### config.mk
export PLATFORM = sky130hd
export DESIGN_NAME = line_follow_pid_steering_core
export DESIGN_NICKNAME = d
export VERILOG_FILES = /design/src/rtl/lfps_pkg.sv /design/src/rtl/lfps_div.sv /design/src/rtl/lfps_mac.sv /design/src/rtl/line_follow_pid_steering_core.sv
export SDC_FILE = /design/constraint.sdc
export NUM_CORES = 1
export LEC_CHECK = 0
export ABC_AREA = 1
export BUFFER_PORTS_ARGS = -buffer_cell sky130_fd_sc_hd__buf_2
export CAP_MARGIN = 5
export CORE_ASPECT_RATIO = 2
export CORE_MARGIN = 1
export CORE_UTILIZATION = 58
export DETAILED_ROUTE_END_ITERATION = 8
export PLACE_DENSITY = 0.74
export RECOVER_POWER = 50
export SLEW_MARGIN = 20
export SYNTH_ARGS = -nofsm -noshare
export SYNTH_HDL_FRONTEND = slang
export SYNTH_SLANG_ARGS = --single-unit
### constraint.sdc
create_clock -name clock -period 7.65 [get_ports clock]
set_input_delay 1.53 -clock clock [delete_from_list [all_inputs] [get_ports clock]]
set_output_delay 1.53 -clock clock [all_outputs]
set_load 0.02 [all_outputs]
### src/rtl/lfps_pkg.sv
// ----------------------------------------------------------------------------
// Line follower steering package
// Shared constants, payload words, register indexes, mode and state codes
// for the line follower PID steering core.
// ----------------------------------------------------------------------------
`timescale 1ns / 1ps

package lfps_pkg;

   // Sensor array and datapath sizing.
   localparam int NUM_SENSORS   = 6;
   localparam int SAMPLE_BITS   = 10;
   localparam int INTEGRAL_BITS = 24;

   // Register and field widths fixed by the interface.
   localparam int SPEED_W  = 8;
   localparam int POS_W    = 4;
   localparam int THRESH_W = 10;
   localparam int GAIN_W   = 10;
   localparam int ERR_W    = POS_W + 1;
   localparam int DERR_W   = ERR_W + 1;
   localparam int CSR_IDX_W  = 3;
   localparam int CSR_DATA_W = 10;

   // Derived widths for position arithmetic.
   localparam int SUM_MAX = 2 * (NUM_SENSORS - 1) * NUM_SENSORS;
   localparam int SUM_W   = $clog2(SUM_MAX + 1);
   localparam int CNT_W   = $clog2(NUM_SENSORS + 1);
   localparam int CMP_W   = (SAMPLE_BITS > THRESH_W) ? SAMPLE_BITS : THRESH_W;
   localparam int QX_W    = (SUM_W > POS_W) ? SUM_W : POS_W;

   // Multiply-accumulate widths: signed gain times signed operand.
   localparam int OPA_W  = GAIN_W + 1;
   localparam int PROD_W = OPA_W + INTEGRAL_BITS;
   localparam int ACC_W  = PROD_W + 2;
   localparam int DUTY_W = ACC_W + 1;

   // Register reset values.
   localparam logic [SPEED_W-1:0]  BASE_SPEED_RST = SPEED_W'(80);
   localparam logic [SPEED_W-1:0]  MAX_SPEED_RST  = SPEED_W'(100);
   localparam logic [POS_W-1:0]    SET_POINT_RST  = POS_W'(5);
   localparam logic [THRESH_W-1:0] THRESHOLD_RST  = THRESH_W'(600);
   localparam logic [GAIN_W-1:0]   GAIN_P_RST     = GAIN_W'(300);
   localparam logic [GAIN_W-1:0]   GAIN_D_RST     = GAIN_W'(350);
   localparam logic [GAIN_W-1:0]   GAIN_I_RST     = GAIN_W'(0);

   // Largest position that the output can carry.
   localparam logic [QX_W-1:0] POS_SAT = QX_W'(15);

   // Edge patterns that start a spin, and the centered pattern that ends it.
   localparam logic [NUM_SENSORS-1:0] RIGHT_PAT_0 = NUM_SENSORS'(6'b011111);
   localparam logic [NUM_SENSORS-1:0] RIGHT_PAT_1 = NUM_SENSORS'(6'b001111);
   localparam logic [NUM_SENSORS-1:0] RIGHT_PAT_2 = NUM_SENSORS'(6'b000111);
   localparam logic [NUM_SENSORS-1:0] LEFT_PAT_0  = NUM_SENSORS'(6'b111110);
   localparam logic [NUM_SENSORS-1:0] LEFT_PAT_1  = NUM_SENSORS'(6'b111100);
   localparam logic [NUM_SENSORS-1:0] LEFT_PAT_2  = NUM_SENSORS'(6'b111000);
   localparam logic [NUM_SENSORS-1:0] CENTER_PAT  = NUM_SENSORS'(6'b001100);

   // Configuration register indexes.
   typedef enum logic [CSR_IDX_W-1:0] {
      CSR_BASE_SPEED = 3'd0,
      CSR_MAX_SPEED  = 3'd1,
      CSR_SET_POINT  = 3'd2,
      CSR_THRESHOLD  = 3'd3,
      CSR_GAIN_P     = 3'd4,
      CSR_GAIN_D     = 3'd5,
      CSR_GAIN_I     = 3'd6
   } csr_index_type;

   // Drive modes.
   typedef enum logic [1:0] {
      MODE_FOLLOW = 2'd0,
      MODE_RIGHT  = 2'd1,
      MODE_LEFT   = 2'd2
   } mode_type;

   // Sequencer states.
   typedef enum logic [3:0] {
      ST_IDLE,
      ST_DIV,
      ST_POS,
      ST_PID,
      ST_MUL_P,
      ST_MUL_D,
      ST_MUL_I,
      ST_ACC_I,
      ST_LEFT,
      ST_RIGHT,
      ST_DONE
   } state_type;

   // Control of the shared multiply-accumulate unit.
   typedef struct packed {
      logic clear;
      logic mul_en;
      logic acc_en;
   } mac_ctl_type;

   // One scan of sensor samples.
   typedef struct packed {
      logic [SAMPLE_BITS-1:0] sample_0;
      logic [SAMPLE_BITS-1:0] sample_1;
      logic [SAMPLE_BITS-1:0] sample_2;
      logic [SAMPLE_BITS-1:0] sample_3;
      logic [SAMPLE_BITS-1:0] sample_4;
      logic [SAMPLE_BITS-1:0] sample_5;
   } req_word_type;

   // One steering result.
   typedef struct packed {
      logic [SPEED_W-1:0]     left_speed;
      logic [SPEED_W-1:0]     right_speed;
      logic                   left_reverse;
      logic                   right_reverse;
      mode_type               drive_mode;
      logic [NUM_SENSORS-1:0] line_pattern;
      logic [POS_W-1:0]       line_position;
   } rsp_word_type;

endpackage

### src/rtl/lfps_div.sv
// ----------------------------------------------------------------------------
// Line follower position divider
// Restoring divider that takes one quotient bit per cycle; it divides the
// weighted sum of the set sensor bits by their count.
// ----------------------------------------------------------------------------
`timescale 1ns / 1ps

module lfps_div (
   input  logic                      clock,
   input  logic                      reset,
   input  logic                      start,
   input  logic [lfps_pkg::SUM_W-1:0] dividend,
   input  logic [lfps_pkg::CNT_W-1:0] divisor,
   output logic                      busy,
   output logic [lfps_pkg::SUM_W-1:0] quotient
);
   import lfps_pkg::*;

   localparam int STEP_W = $clog2(SUM_W + 1);

   logic              busy_ff, busy_in;
   logic [STEP_W-1:0] step_ff, step_in;
   logic [SUM_W-1:0]  quot_ff, quot_in;
   logic [CNT_W-1:0]  rem_ff, rem_in;
   logic [CNT_W-1:0]  dvsr_ff, dvsr_in;
   logic [CNT_W:0]    rem_sh;
   logic [CNT_W:0]    rem_diff;

   // One restoring step: shift in the next dividend bit and try a subtract.
   always_comb begin
      rem_sh   = {rem_ff, quot_ff[SUM_W-1]};
      rem_diff = rem_sh - {1'b0, dvsr_ff};
      busy_in  = busy_ff;
      step_in  = step_ff;
      quot_in  = quot_ff;
      rem_in   = rem_ff;
      dvsr_in  = dvsr_ff;
      if (start) begin
         busy_in = 1'b1;
         step_in = STEP_W'(SUM_W);
         quot_in = dividend;
         rem_in  = '0;
         dvsr_in = divisor;
      end else if (busy_ff) begin
         if (rem_sh >= {1'b0, dvsr_ff}) begin
            rem_in  = rem_diff[CNT_W-1:0];
            quot_in = {quot_ff[SUM_W-2:0], 1'b1};
         end else begin
            rem_in  = rem_sh[CNT_W-1:0];
            quot_in = {quot_ff[SUM_W-2:0], 1'b0};
         end
         step_in = step_ff - STEP_W'(1);
         if (step_ff == STEP_W'(1)) begin
            busy_in = 1'b0;
         end
      end
   end

   // Control state.
   always_ff @(posedge clock) begin
      if (reset) begin
         busy_ff <= 1'b0;
         step_ff <= '0;
      end else begin
         busy_ff <= busy_in;
         step_ff <= step_in;
      end
   end

   // Working registers.
   always_ff @(posedge clock) begin
      quot_ff <= quot_in;
      rem_ff  <= rem_in;
      dvsr_ff <= dvsr_in;
   end

   assign busy     = busy_ff;
   assign quotient = quot_ff;

endmodule

### src/rtl/lfps_mac.sv
// ----------------------------------------------------------------------------
// Line follower multiply-accumulate unit
// Shared signed multiplier with a registered product and an accumulator;
// the three PID terms pass through it one after another.
// ----------------------------------------------------------------------------
`timescale 1ns / 1ps

module lfps_mac (
   input  logic                              clock,
   input  lfps_pkg::mac_ctl_type             ctl,
   input  logic signed [lfps_pkg::OPA_W-1:0]  op_a,
   input  logic signed [lfps_pkg::INTEGRAL_BITS-1:0] op_b,
   output logic signed [lfps_pkg::ACC_W-1:0]  acc
);
   import lfps_pkg::*;

   logic signed [PROD_W-1:0] prod_ff, prod_in;
   logic signed [ACC_W-1:0]  acc_ff, acc_in;

   // Product of this cycle; the sum of the previous product.
   always_comb begin
      prod_in = ctl.mul_en ? (op_a * op_b) : prod_ff;
      acc_in  = acc_ff;
      if (ctl.clear) begin
         acc_in = '0;
      end else if (ctl.acc_en) begin
         acc_in = acc_ff + {{(ACC_W - PROD_W){prod_ff[PROD_W-1]}}, prod_ff};
      end
   end

   always_ff @(posedge clock) begin
      prod_ff <= prod_in;
      acc_ff  <= acc_in;
   end

   assign acc = acc_ff;

endmodule

### src/rtl/line_follow_pid_steering_core.sv
// ----------------------------------------------------------------------------
// Line follower PID steering core
// Each accepted scan passes the six divider steps and then, in follow mode,
// the PID sequence, which is skipped while spinning. Only one scan is in
// flight at a time: the next word is taken once the previous result sits in
// the output register. Synchronous reset restores the register defaults,
// follow mode and a cleared PID history.
// ----------------------------------------------------------------------------
`timescale 1ns / 1ps

module line_follow_pid_steering_core (
   input  logic                               clock,
   input  logic                               reset,
   input  logic                               req_valid,
   output logic                               req_stall,
   input  lfps_pkg::req_word_type             req_word,
   output logic                               rsp_valid,
   input  logic                               rsp_stall,
   output lfps_pkg::rsp_word_type             rsp_word,
   input  logic                               csr_wr_en,
   input  logic [lfps_pkg::CSR_IDX_W-1:0]     csr_index,
   input  logic [lfps_pkg::CSR_DATA_W-1:0]    csr_wdata
);
   import lfps_pkg::*;

   // Configuration registers.
   logic [SPEED_W-1:0]  base_speed_ff;
   logic [SPEED_W-1:0]  max_speed_ff;
   logic [POS_W-1:0]    set_point_ff;
   logic [THRESH_W-1:0] threshold_ff;
   logic [GAIN_W-1:0]   gain_p_ff;
   logic [GAIN_W-1:0]   gain_d_ff;
   logic [GAIN_W-1:0]   gain_i_ff;

   // Sequencer and controller state.
   state_type                        state_ff, state_in;
   mode_type                         mode_ff, mode_in;
   logic signed [ERR_W-1:0]          prev_err_ff, prev_err_in;
   logic signed [INTEGRAL_BITS-1:0]  integral_ff, integral_in;
   logic [POS_W-1:0]                 held_pos_ff, held_pos_in;
   logic                             rsp_valid_ff, rsp_valid_in;

   // Working registers of the current scan.
   logic [NUM_SENSORS-1:0]           pattern_ff, pattern_in;
   logic [CNT_W-1:0]                 count_ff, count_in;
   logic [POS_W-1:0]                 pos_ff, pos_in;
   logic signed [ERR_W-1:0]          err_ff, err_in;
   logic signed [DERR_W-1:0]         derr_ff, derr_in;
   logic [SPEED_W-1:0]               lspd_ff, lspd_in;
   logic [SPEED_W-1:0]               rspd_ff, rspd_in;
   logic                             lrev_ff, lrev_in;
   logic                             rrev_ff, rrev_in;
   rsp_word_type                     rsp_word_ff, rsp_word_in;

   // Scan decode.
   logic [SAMPLE_BITS-1:0] samples [NUM_SENSORS];
   logic [NUM_SENSORS-1:0] scan_pattern;
   logic [SUM_W-1:0]       scan_sum;
   logic [CNT_W-1:0]       scan_count;
   logic                   req_accept;

   // Shared units.
   logic                             div_start;
   logic                             div_busy;
   logic [SUM_W-1:0]                 div_quot;
   mac_ctl_type                      mac_ctl;
   logic signed [OPA_W-1:0]          mac_a;
   logic signed [INTEGRAL_BITS-1:0]  mac_b;
   logic signed [ACC_W-1:0]          mac_acc;

   // Combinational helpers.
   logic [QX_W-1:0]                  quot_x;
   logic [POS_W-1:0]                 scan_pos;
   mode_type                         next_mode;
   logic signed [ERR_W-1:0]          pid_err;
   logic signed [INTEGRAL_BITS:0]    int_sum;
   logic signed [DUTY_W-1:0]         duty;
   logic signed [DUTY_W-1:0]         base_x;
   logic signed [DUTY_W-1:0]         acc_x;
   logic [SPEED_W-1:0]               duty_clamp;

   assign req_accept = req_valid && !req_stall;
   assign req_stall  = (state_ff != ST_IDLE);

   // Compare every sample against the threshold and weigh the set bits.
   always_comb begin
      samples[0] = req_word.sample_0;
      samples[1] = req_word.sample_1;
      samples[2] = req_word.sample_2;
      samples[3] = req_word.sample_3;
      samples[4] = req_word.sample_4;
      samples[5] = req_word.sample_5;
      scan_sum   = '0;
      scan_count = '0;
      for (int i = 0; i < NUM_SENSORS; i++) begin
         scan_pattern[i] = (CMP_W'(samples[i]) <= CMP_W'(threshold_ff));
         if (scan_pattern[i]) begin
            scan_sum   = scan_sum + SUM_W'(2 * i);
            scan_count = scan_count + CNT_W'(1);
         end
      end
   end

   assign div_start = req_accept;

   lfps_div u_div (
      .clock    (clock),
      .reset    (reset),
      .start    (div_start),
      .dividend (scan_sum),
      .divisor  (scan_count),
      .busy     (div_busy),
      .quotient (div_quot)
   );

   lfps_mac u_mac (
      .clock (clock),
      .ctl   (mac_ctl),
      .op_a  (mac_a),
      .op_b  (mac_b),
      .acc   (mac_acc)
   );

   // Position of this scan, held when no sensor sees the line.
   always_comb begin
      quot_x = QX_W'(div_quot);
      if (count_ff == '0) begin
         scan_pos = held_pos_ff;
      end else if (quot_x > POS_SAT) begin
         scan_pos = POS_SAT[POS_W-1:0];
      end else begin
         scan_pos = quot_x[POS_W-1:0];
      end
   end

   // Mode change for this scan's pattern.
   always_comb begin
      next_mode = mode_ff;
      if (mode_ff == MODE_FOLLOW) begin
         if (pattern_ff inside {RIGHT_PAT_0, RIGHT_PAT_1, RIGHT_PAT_2}) begin
            next_mode = MODE_RIGHT;
         end else if (pattern_ff inside {LEFT_PAT_0, LEFT_PAT_1, LEFT_PAT_2}) begin
            next_mode = MODE_LEFT;
         end
      end else if (pattern_ff == CENTER_PAT) begin
         next_mode = MODE_FOLLOW;
      end
   end

   // Error and saturating integral.
   always_comb begin
      pid_err = $signed({1'b0, pos_ff}) - $signed({1'b0, set_point_ff});
      int_sum = {integral_ff[INTEGRAL_BITS-1], integral_ff}
              + {{(INTEGRAL_BITS + 1 - ERR_W){pid_err[ERR_W-1]}}, pid_err};
   end

   // Duty for one motor: base plus or minus the correction, clamped.
   always_comb begin
      base_x = $signed({{(DUTY_W - SPEED_W){1'b0}}, base_speed_ff});
      acc_x  = {mac_acc[ACC_W-1], mac_acc};
      duty   = (state_ff == ST_LEFT) ? (base_x + acc_x) : (base_x - acc_x);
      if (duty[DUTY_W-1]) begin
         duty_clamp = '0;
      end else if (duty > $signed({{(DUTY_W - SPEED_W){1'b0}}, max_speed_ff})) begin
         duty_clamp = max_speed_ff;
      end else begin
         duty_clamp = duty[SPEED_W-1:0];
      end
   end

   // Sequencer: next state, working registers and unit controls.
   always_comb begin
      state_in     = state_ff;
      mode_in      = mode_ff;
      prev_err_in  = prev_err_ff;
      integral_in  = integral_ff;
      held_pos_in  = held_pos_ff;
      rsp_valid_in = rsp_valid_ff;
      pattern_in   = pattern_ff;
      count_in     = count_ff;
      pos_in       = pos_ff;
      err_in       = err_ff;
      derr_in      = derr_ff;
      lspd_in      = lspd_ff;
      rspd_in      = rspd_ff;
      lrev_in      = lrev_ff;
      rrev_in      = rrev_ff;
      rsp_word_in  = rsp_word_ff;
      mac_ctl      = '0;
      mac_a        = '0;
      mac_b        = '0;

      // The output word leaves when the consumer takes it.
      if (rsp_valid_ff && !rsp_stall) begin
         rsp_valid_in = 1'b0;
      end

      case (state_ff)
         ST_IDLE: begin
            if (req_accept) begin
               pattern_in = scan_pattern;
               count_in   = scan_count;
               state_in   = ST_DIV;
            end
         end
         ST_DIV: begin
            if (!div_busy) begin
               state_in = ST_POS;
            end
         end
         ST_POS: begin
            pos_in      = scan_pos;
            held_pos_in = scan_pos;
            mode_in     = next_mode;
            lspd_in     = max_speed_ff;
            rspd_in     = max_speed_ff;
            lrev_in     = (next_mode == MODE_LEFT);
            rrev_in     = (next_mode == MODE_RIGHT);
            state_in    = (next_mode == MODE_FOLLOW) ? ST_PID : ST_DONE;
         end
         ST_PID: begin
            err_in      = pid_err;
            derr_in     = {pid_err[ERR_W-1], pid_err} - {prev_err_ff[ERR_W-1], prev_err_ff};
            prev_err_in = pid_err;
            if (int_sum[INTEGRAL_BITS] != int_sum[INTEGRAL_BITS-1]) begin
               integral_in = int_sum[INTEGRAL_BITS]
                  ? {1'b1, {(INTEGRAL_BITS - 1){1'b0}}}
                  : {1'b0, {(INTEGRAL_BITS - 1){1'b1}}};
            end else begin
               integral_in = int_sum[INTEGRAL_BITS-1:0];
            end
            lrev_in     = 1'b0;
            rrev_in     = 1'b0;
            mac_ctl.clear = 1'b1;
            state_in    = ST_MUL_P;
         end
         ST_MUL_P: begin
            mac_ctl.mul_en = 1'b1;
            mac_a    = $signed({1'b0, gain_p_ff});
            mac_b    = {{(INTEGRAL_BITS - ERR_W){err_ff[ERR_W-1]}}, err_ff};
            state_in = ST_MUL_D;
         end
         ST_MUL_D: begin
            mac_ctl.mul_en = 1'b1;
            mac_ctl.acc_en = 1'b1;
            mac_a    = $signed({1'b0, gain_d_ff});
            mac_b    = {{(INTEGRAL_BITS - DERR_W){derr_ff[DERR_W-1]}}, derr_ff};
            state_in = ST_MUL_I;
         end
         ST_MUL_I: begin
            mac_ctl.mul_en = 1'b1;
            mac_ctl.acc_en = 1'b1;
            mac_a    = $signed({1'b0, gain_i_ff});
            mac_b    = integral_ff;
            state_in = ST_ACC_I;
         end
         ST_ACC_I: begin
            mac_ctl.acc_en = 1'b1;
            state_in = ST_LEFT;
         end
         ST_LEFT: begin
            lspd_in  = duty_clamp;
            state_in = ST_RIGHT;
         end
         ST_RIGHT: begin
            rspd_in  = duty_clamp;
            state_in = ST_DONE;
         end
         ST_DONE: begin
            // Load the output word once the previous one has gone.
            if (!rsp_valid_ff || !rsp_stall) begin
               rsp_word_in.left_speed    = lspd_ff;
               rsp_word_in.right_speed   = rspd_ff;
               rsp_word_in.left_reverse  = lrev_ff;
               rsp_word_in.right_reverse = rrev_ff;
               rsp_word_in.drive_mode    = mode_ff;
               rsp_word_in.line_pattern  = pattern_ff;
               rsp_word_in.line_position = pos_ff;
               rsp_valid_in = 1'b1;
               state_in     = ST_IDLE;
            end
         end
         default: begin
            state_in = ST_IDLE;
         end
      endcase
   end

   // Control state and configuration registers.
   always_ff @(posedge clock) begin
      if (reset) begin
         state_ff      <= ST_IDLE;
         mode_ff       <= MODE_FOLLOW;
         prev_err_ff   <= '0;
         integral_ff   <= '0;
         held_pos_ff   <= '0;
         rsp_valid_ff  <= 1'b0;
         base_speed_ff <= BASE_SPEED_RST;
         max_speed_ff  <= MAX_SPEED_RST;
         set_point_ff  <= SET_POINT_RST;
         threshold_ff  <= THRESHOLD_RST;
         gain_p_ff     <= GAIN_P_RST;
         gain_d_ff     <= GAIN_D_RST;
         gain_i_ff     <= GAIN_I_RST;
      end else begin
         state_ff     <= state_in;
         mode_ff      <= mode_in;
         prev_err_ff  <= prev_err_in;
         integral_ff  <= integral_in;
         held_pos_ff  <= held_pos_in;
         rsp_valid_ff <= rsp_valid_in;
         if (csr_wr_en) begin
            case (csr_index)
               CSR_BASE_SPEED: base_speed_ff <= csr_wdata[SPEED_W-1:0];
               CSR_MAX_SPEED:  max_speed_ff  <= csr_wdata[SPEED_W-1:0];
               CSR_SET_POINT:  set_point_ff  <= csr_wdata[POS_W-1:0];
               CSR_THRESHOLD:  threshold_ff  <= csr_wdata[THRESH_W-1:0];
               CSR_GAIN_P:     gain_p_ff     <= csr_wdata[GAIN_W-1:0];
               CSR_GAIN_D:     gain_d_ff     <= csr_wdata[GAIN_W-1:0];
               CSR_GAIN_I:     gain_i_ff     <= csr_wdata[GAIN_W-1:0];
               default: begin
               end
            endcase
         end
      end
   end

   // Working registers of the current scan and the output word.
   always_ff @(posedge clock) begin
      pattern_ff  <= pattern_in;
      count_ff    <= count_in;
      pos_ff      <= pos_in;
      err_ff      <= err_in;
      derr_ff     <= derr_in;
      lspd_ff     <= lspd_in;
      rspd_ff     <= rspd_in;
      lrev_ff     <= lrev_in;
      rrev_ff     <= rrev_in;
      rsp_word_ff <= rsp_word_in;
   end

   assign rsp_valid = rsp_valid_ff;
   assign rsp_word  = rsp_word_ff;

endmodule
Word-level counts from Yosys, hierarchy flattened:

Index checks and enable logic that the tools add are counted.

* bits in registers: 260
* logic and storage cells: 173

* $lt $le $gt $ge: 9
* eq/ne operators: 30
* $mul: 1
* mux-type cells: 48
* $add $sub $neg: 17
* reductions and logical operators: 31

Operator list (count)
* case mux 24 bit (3 select lines): 1
* less-or-equal comparator 10 bit: 6
* 2-to-1 mux 24 bit: 2
* case mux 4 bit (11 select lines): 1
* adder 9 x 37 -> 38 bit: 1
* > comparator 38 x 9 -> 1 bit: 1
* 2-to-1 mux 38 bit: 1
* subtractor 9 x 37 -> 38 bit: 1
* adder 37 bit: 1
* 2-to-1 mux 6 bit: 6
* multiplier 11 x 24 -> 35 bit: 1
* case mux 8 bit (2 select lines): 2
* case mux 10 bit (3 select lines): 1
* adder 24 x 5 -> 25 bit: 1
* 2-to-1 mux 4 bit: 6
* 2-to-1 mux 3 bit: 7
* equality test 6 bit, second input constant: 3
* AND reduction 2 bit: 9
* equality test 4 x 3 -> 1 bit, second input constant: 4
* 2-to-1 mux 8 bit: 2
* adder 3 x 1 -> 3 bit, second input constant: 4
* adder 6 x 3 -> 6 bit, second input constant: 2
* adder 6 x 4 -> 6 bit, second input constant: 2
* equality test 4 bit, second input constant: 3
* other kinds (34): 68

Logic depth before layout (Yosys ltp):

* depth after elaboration: 12
* mapped depth: 31

By module:

A second synthesis with hierarchy kept.

* cells, all modules: 3924
* area total of the unflattened synthesis: 28519.9 um^2

Modules (own cells, without submodules)
* lfps_mac: times used 1, area each 14669.1 um^2, sequential area each 1791.7 um^2, cells an instance 1998
* line_follow_pid_steering_core: times used 1, area each 13036.3 um^2, sequential area each 4164.0 um^2, cells an instance 1839
* lfps_div: times used 1, area each 814.5 um^2, sequential area each 410.4 um^2, cells an instance 87

Worst setup path before layout:

Ideal clock, no wire load.

* path type: register -> register
* from: register state_ff[1]
* to: register u_mac.prod_ff[25], data pin
* path buffers: 2
* setup slack: 1.118 ns
* required time: 7.388 ns
* arrival time: 6.270 ns
* stages on the path, launching flop included: 27
* library setup time: 0.262 ns
* cell sequence: dfxtp_1 -> inv_1 -> nor2_1 -> inv_1 -> nor2_1 -> clkbuf_1 -> inv_2 -> clkbuf_1 -> o21ai_1 -> nand2_1 -> fa_1 -> fa_1 -> inv_1 -> fa_1 -> fa_1 -> inv_1 -> fa_1 -> inv_1 -> ha_1 -> a21oi_1 -> a21boi_0 -> o21ai_1 -> a21boi_0 -> o21ai_0 -> a21oi_1 -> o21bai_1 -> xor2_1

* cells in the longest elaborated chain, start to end: 3

RTL lines
* start: declaration: RTL line line_follow_pid_steering_core.sv:36 `state_type state_ff, state_in;`
* start signal: assignment: RTL line line_follow_pid_steering_core.sv:306 `state_ff <= state_in;`
* equality test 4 x 3 -> 1 bit: RTL line line_follow_pid_steering_core.sv:198 `case (state_ff)`
* case mux 10 bit (3 select lines) or case mux 24 bit (3 select lines) (tied branches): RTL line line_follow_pid_steering_core.sv:198
* multiplier 11 x 24 -> 35 bit *: RTL line lfps_mac.sv:22 `prod_in = ctl.mul_en ? (op_a * op_b) : prod_ff;`
* end signal: assignment: RTL line lfps_mac.sv:32 `prod_ff <= prod_in;`
* end: declaration: RTL line lfps_mac.sv:17 `logic signed [PROD_W-1:0] prod_ff, prod_in;`

Mark *: on every way between the ends. The rest lies on a longest branch, timed or not.
A chain may end at the register's enable or synchronous reset.

Worst setup path in the final report:

* from: register state_ff[2]
* to: register u_mac.prod_ff[26], data pin

The elaborated chain is that of the path after synthesis.

==> reports/qor.txt <==
Wire per inst = 17.0 um
Slowest cell on crit path = fa_1
Share of cells above drive strength 1 = 0.0669
Placed inst area = 0.0278 mm^2
Slew @ Worst Pin = 2.81 ns
Post-synthesis register bit count = 257
R2r worst-path depth = 28
Synthesis-to-layout area growth = 7.68%
IO Count = 110
Critical Path Start Type = flip-flop
Post-Synth XOR/XNOR Area = 0.0406
Hold path cells = 0
Vias in the first global route = 24.3k
Highest Clock Rate = 142 MHz
Final Slew Violations = 261
IO Port Bufs = 109
Peak supply drop = 0.189 mV
Post-route DRC violation count = 0
Leakage power total = 15.3 nW
Crit Path Max Fanout = 19
Overall Global Routing Usage = 0.320
Antenna Nets Post-Route = 0
Commonest non-fill, non-tap cell in the layout = nand2_1
Largest family of logic cells by synthesized area = adder cells
Max Cap Viol = 6
Synth area leaders = fa_1, edfxtp_1, nand2_1
FFs w/ async S/R, synth = 0
Die Area = 0.0467 mm^2
Mapped Cells = 3564
Initial Util = 0.590
Crit path required time = 7.94 ns
Simple-gate area share of the yosys netlist = 0.213
Final setup TNS = 0 ns
Largest area contributor in the netlist = fa_1
Drt via density = 5.50
Final setup violating endpoints = 0
Tcrit/Tclk final = 0.917
Most frequent CP cell = inv_1
Setup slack, reg-to-reg = 0.63 ns
Final nets = 4201
Postcts setup bufs = 0
Crit path largest cell delay = 0.56 ns
Critical path type = flip-flop to flip-flop
Gr ovfl total = 0
Largest net degree at the start of global routing = 70
Clk buf depth = 3
Worst-Skew Late Latency = 0.57 ns
Sequential area share after synthesis = 0.236
Setup ws final = 0.632 ns
Hold/Removal Path Class = flip-flop to flip-flop
Final wirelength = 72300 um
TritonRoute pass-1 iters = 8
Yosys top cell area share = 0.162
Clock Root Buffer = clkbuf_16
Die W = 153 um
Die Y = 305 um
Commonest cells after routing, fill and taps aside = nand2_1, inv_1, nor2_1
Area of the core = 0.0450 mm^2
CTS tree = yes
Period minus WS final = 7.02 ns
PwrDens = 230 mW/mm^2
Final Cell Area = 0.0286 mm^2
Row Count = 110
Clk slew on worst S/H paths = 0.07 ns
Slew margin rel. = -0.875
Syn_nets = 4094
Adder-cell area share of the yosys netlist = 0.274
RD Place Congestion = 0.951
# clock sinks = 257
Post-synth EDFFs = 113
Yosys warns = 0
First-pass GRT wire length = 118000 um
HPWL Detailed = 58800 um
Clk_skew = 0.0247 ns
CTS Hold Buffers Added = 0
Top FF cell, synth = dfxtp_1
TritonCTS buffer count = 25
Via count = 23.4k
Pre-CTS WS = 0.720 ns
Worst Path Arrival = 7.31 ns
Status = finished, violations left
Drt initial violations = 1166
CP Capture Type = flip-flop
Yosys cell types = 60
H-tree Lvls = 1
Post-synthesis cell area = 0.0265 mm^2
Antenna violations before repair = 2
Failing checks = max-capacitance violations, max-slew violations
Syn_area_per_cell = 7.45 um^2
Synth Area in Compound Gates = 0.118
RSZ-0062 raised after global routing = no
Final Util = 0.635
Post-CTS Resized = 0
Mux cell area share after synthesis = 0.000424
Endpoints failing hold = 0
## through the flow
step           cells  hold WS [ns]  total power [mW]
3_5_place_dp    4204         0.407              5.30
3_3_place_gp    4204         0.401              5.25
4_1_cts         4250         0.421              6.56
2_1_floorplan   3564         0.400              4.45
5_1_grt         4252         0.427              7.10
6_report        4252         0.423              6.57
## worst paths after layout
check	start	end
max	state_ff[2]$_SDFFE_PP0P_	u_mac.prod_ff[26]$_DFFE_PN_
min	rrev_ff$_SDFFCE_PP0P_	rsp_word[12]$_DFFE_PP_
max reg2reg	state_ff[2]$_SDFFE_PP0P_	u_mac.prod_ff[26]$_DFFE_PN_
min reg2reg	rrev_ff$_SDFFCE_PP0P_	rsp_word[12]$_DFFE_PP_
## registers in the layout, indices dropped and copies added (netlist names), 4 cells and up
register / flops
u_mac.prod_ff: 35
rspd_ff: 8
threshold_ff: 10
base_speed_ff: 8
integral_ff: 24
err_ff: 5
max_speed_ff: 8
set_point_ff: 4
prev_err_ff: 5
state_ff: 4
derr_ff: 6
u_mac.acc: 37
u_div.quotient: 6
lspd_ff: 8
rsp_word: 30
pattern_ff: 6
gain_d_ff: 10
pos_ff: 4
held_pos_ff: 4
gain_i_ff: 10
gain_p_ff: 10
## per-layer routing
metal / vias up / track usage / wire [um]
met5: - / 0 / 0
met4: 0 / 0.236 / 5840
met3: 294 / 0.0266 / 2340
met2: 626 / 0.632 / 39600
met1: 11000 / 0.300 / 24500
li1: 11500 / - / -
## cell type report
type | instances | area (um^2)
antenna | 2 | 5.00
timing repair buffer | 146 | 793
sequential | 257 | 6280
fill | 4136 | 16400
multi-input combinational | 2490 | 17200
inverter | 751 | 2820
clock buffer | 29 | 662
clock inverter | 17 | 148
tap | 560 | 701
## worst max-delay path: cells and delay by family (launching register included)
family | cells | cell delay [ns]
compound gates | 8 | 2.09
xor+xnor | 1 | 0.10
fa+ha+maj | 6 | 2.73
buf+inv | 8 | 0.70
flops | 1 | 0.33
simple gates | 5 | 0.78
## cell usage after synthesis (all sizes together), types with 6 or more instances
library cell / number
a211oi: 6
a21boi: 10
a21o: 6
a21oi: 225
a221oi: 18
a31oi: 26
buf: 10
clkbuf: 56
clkinv: 8
dfxtp: 144
edfxtp: 113
fa: 215
ha: 237
inv: 743
nand2: 859
nand3: 151
nand3b: 7
nand4: 34
nor2: 285
nor3: 15
o211ai: 20
o21a: 12
o21ai: 191
o21bai: 12
o221ai: 6
xnor2: 44
xor2: 79
## cells by family after synthesis
family                   Yosys count
AO/OA/AOI/OAI                    553
AND/OR/NAND/NOR                 1361
buffers and inverters            817
multiplexers                       1
adder cells (fa/ha/maj)          452
flip-flops                       257
XOR/XNOR                         123
## power breakdown
| group | total [mW] | internal [mW] | switching (mW) |
|---|---|---|---|
| logic | 3.37 | 1.17 | 2.21 |
| registers | 1.96 | 1.72 | 0.234 |
| clock network | 1.25 | 0.666 | 0.580 |
| total | 6.57 | 3.55 | 3.02 |
(Power assumes the default switching activity.)
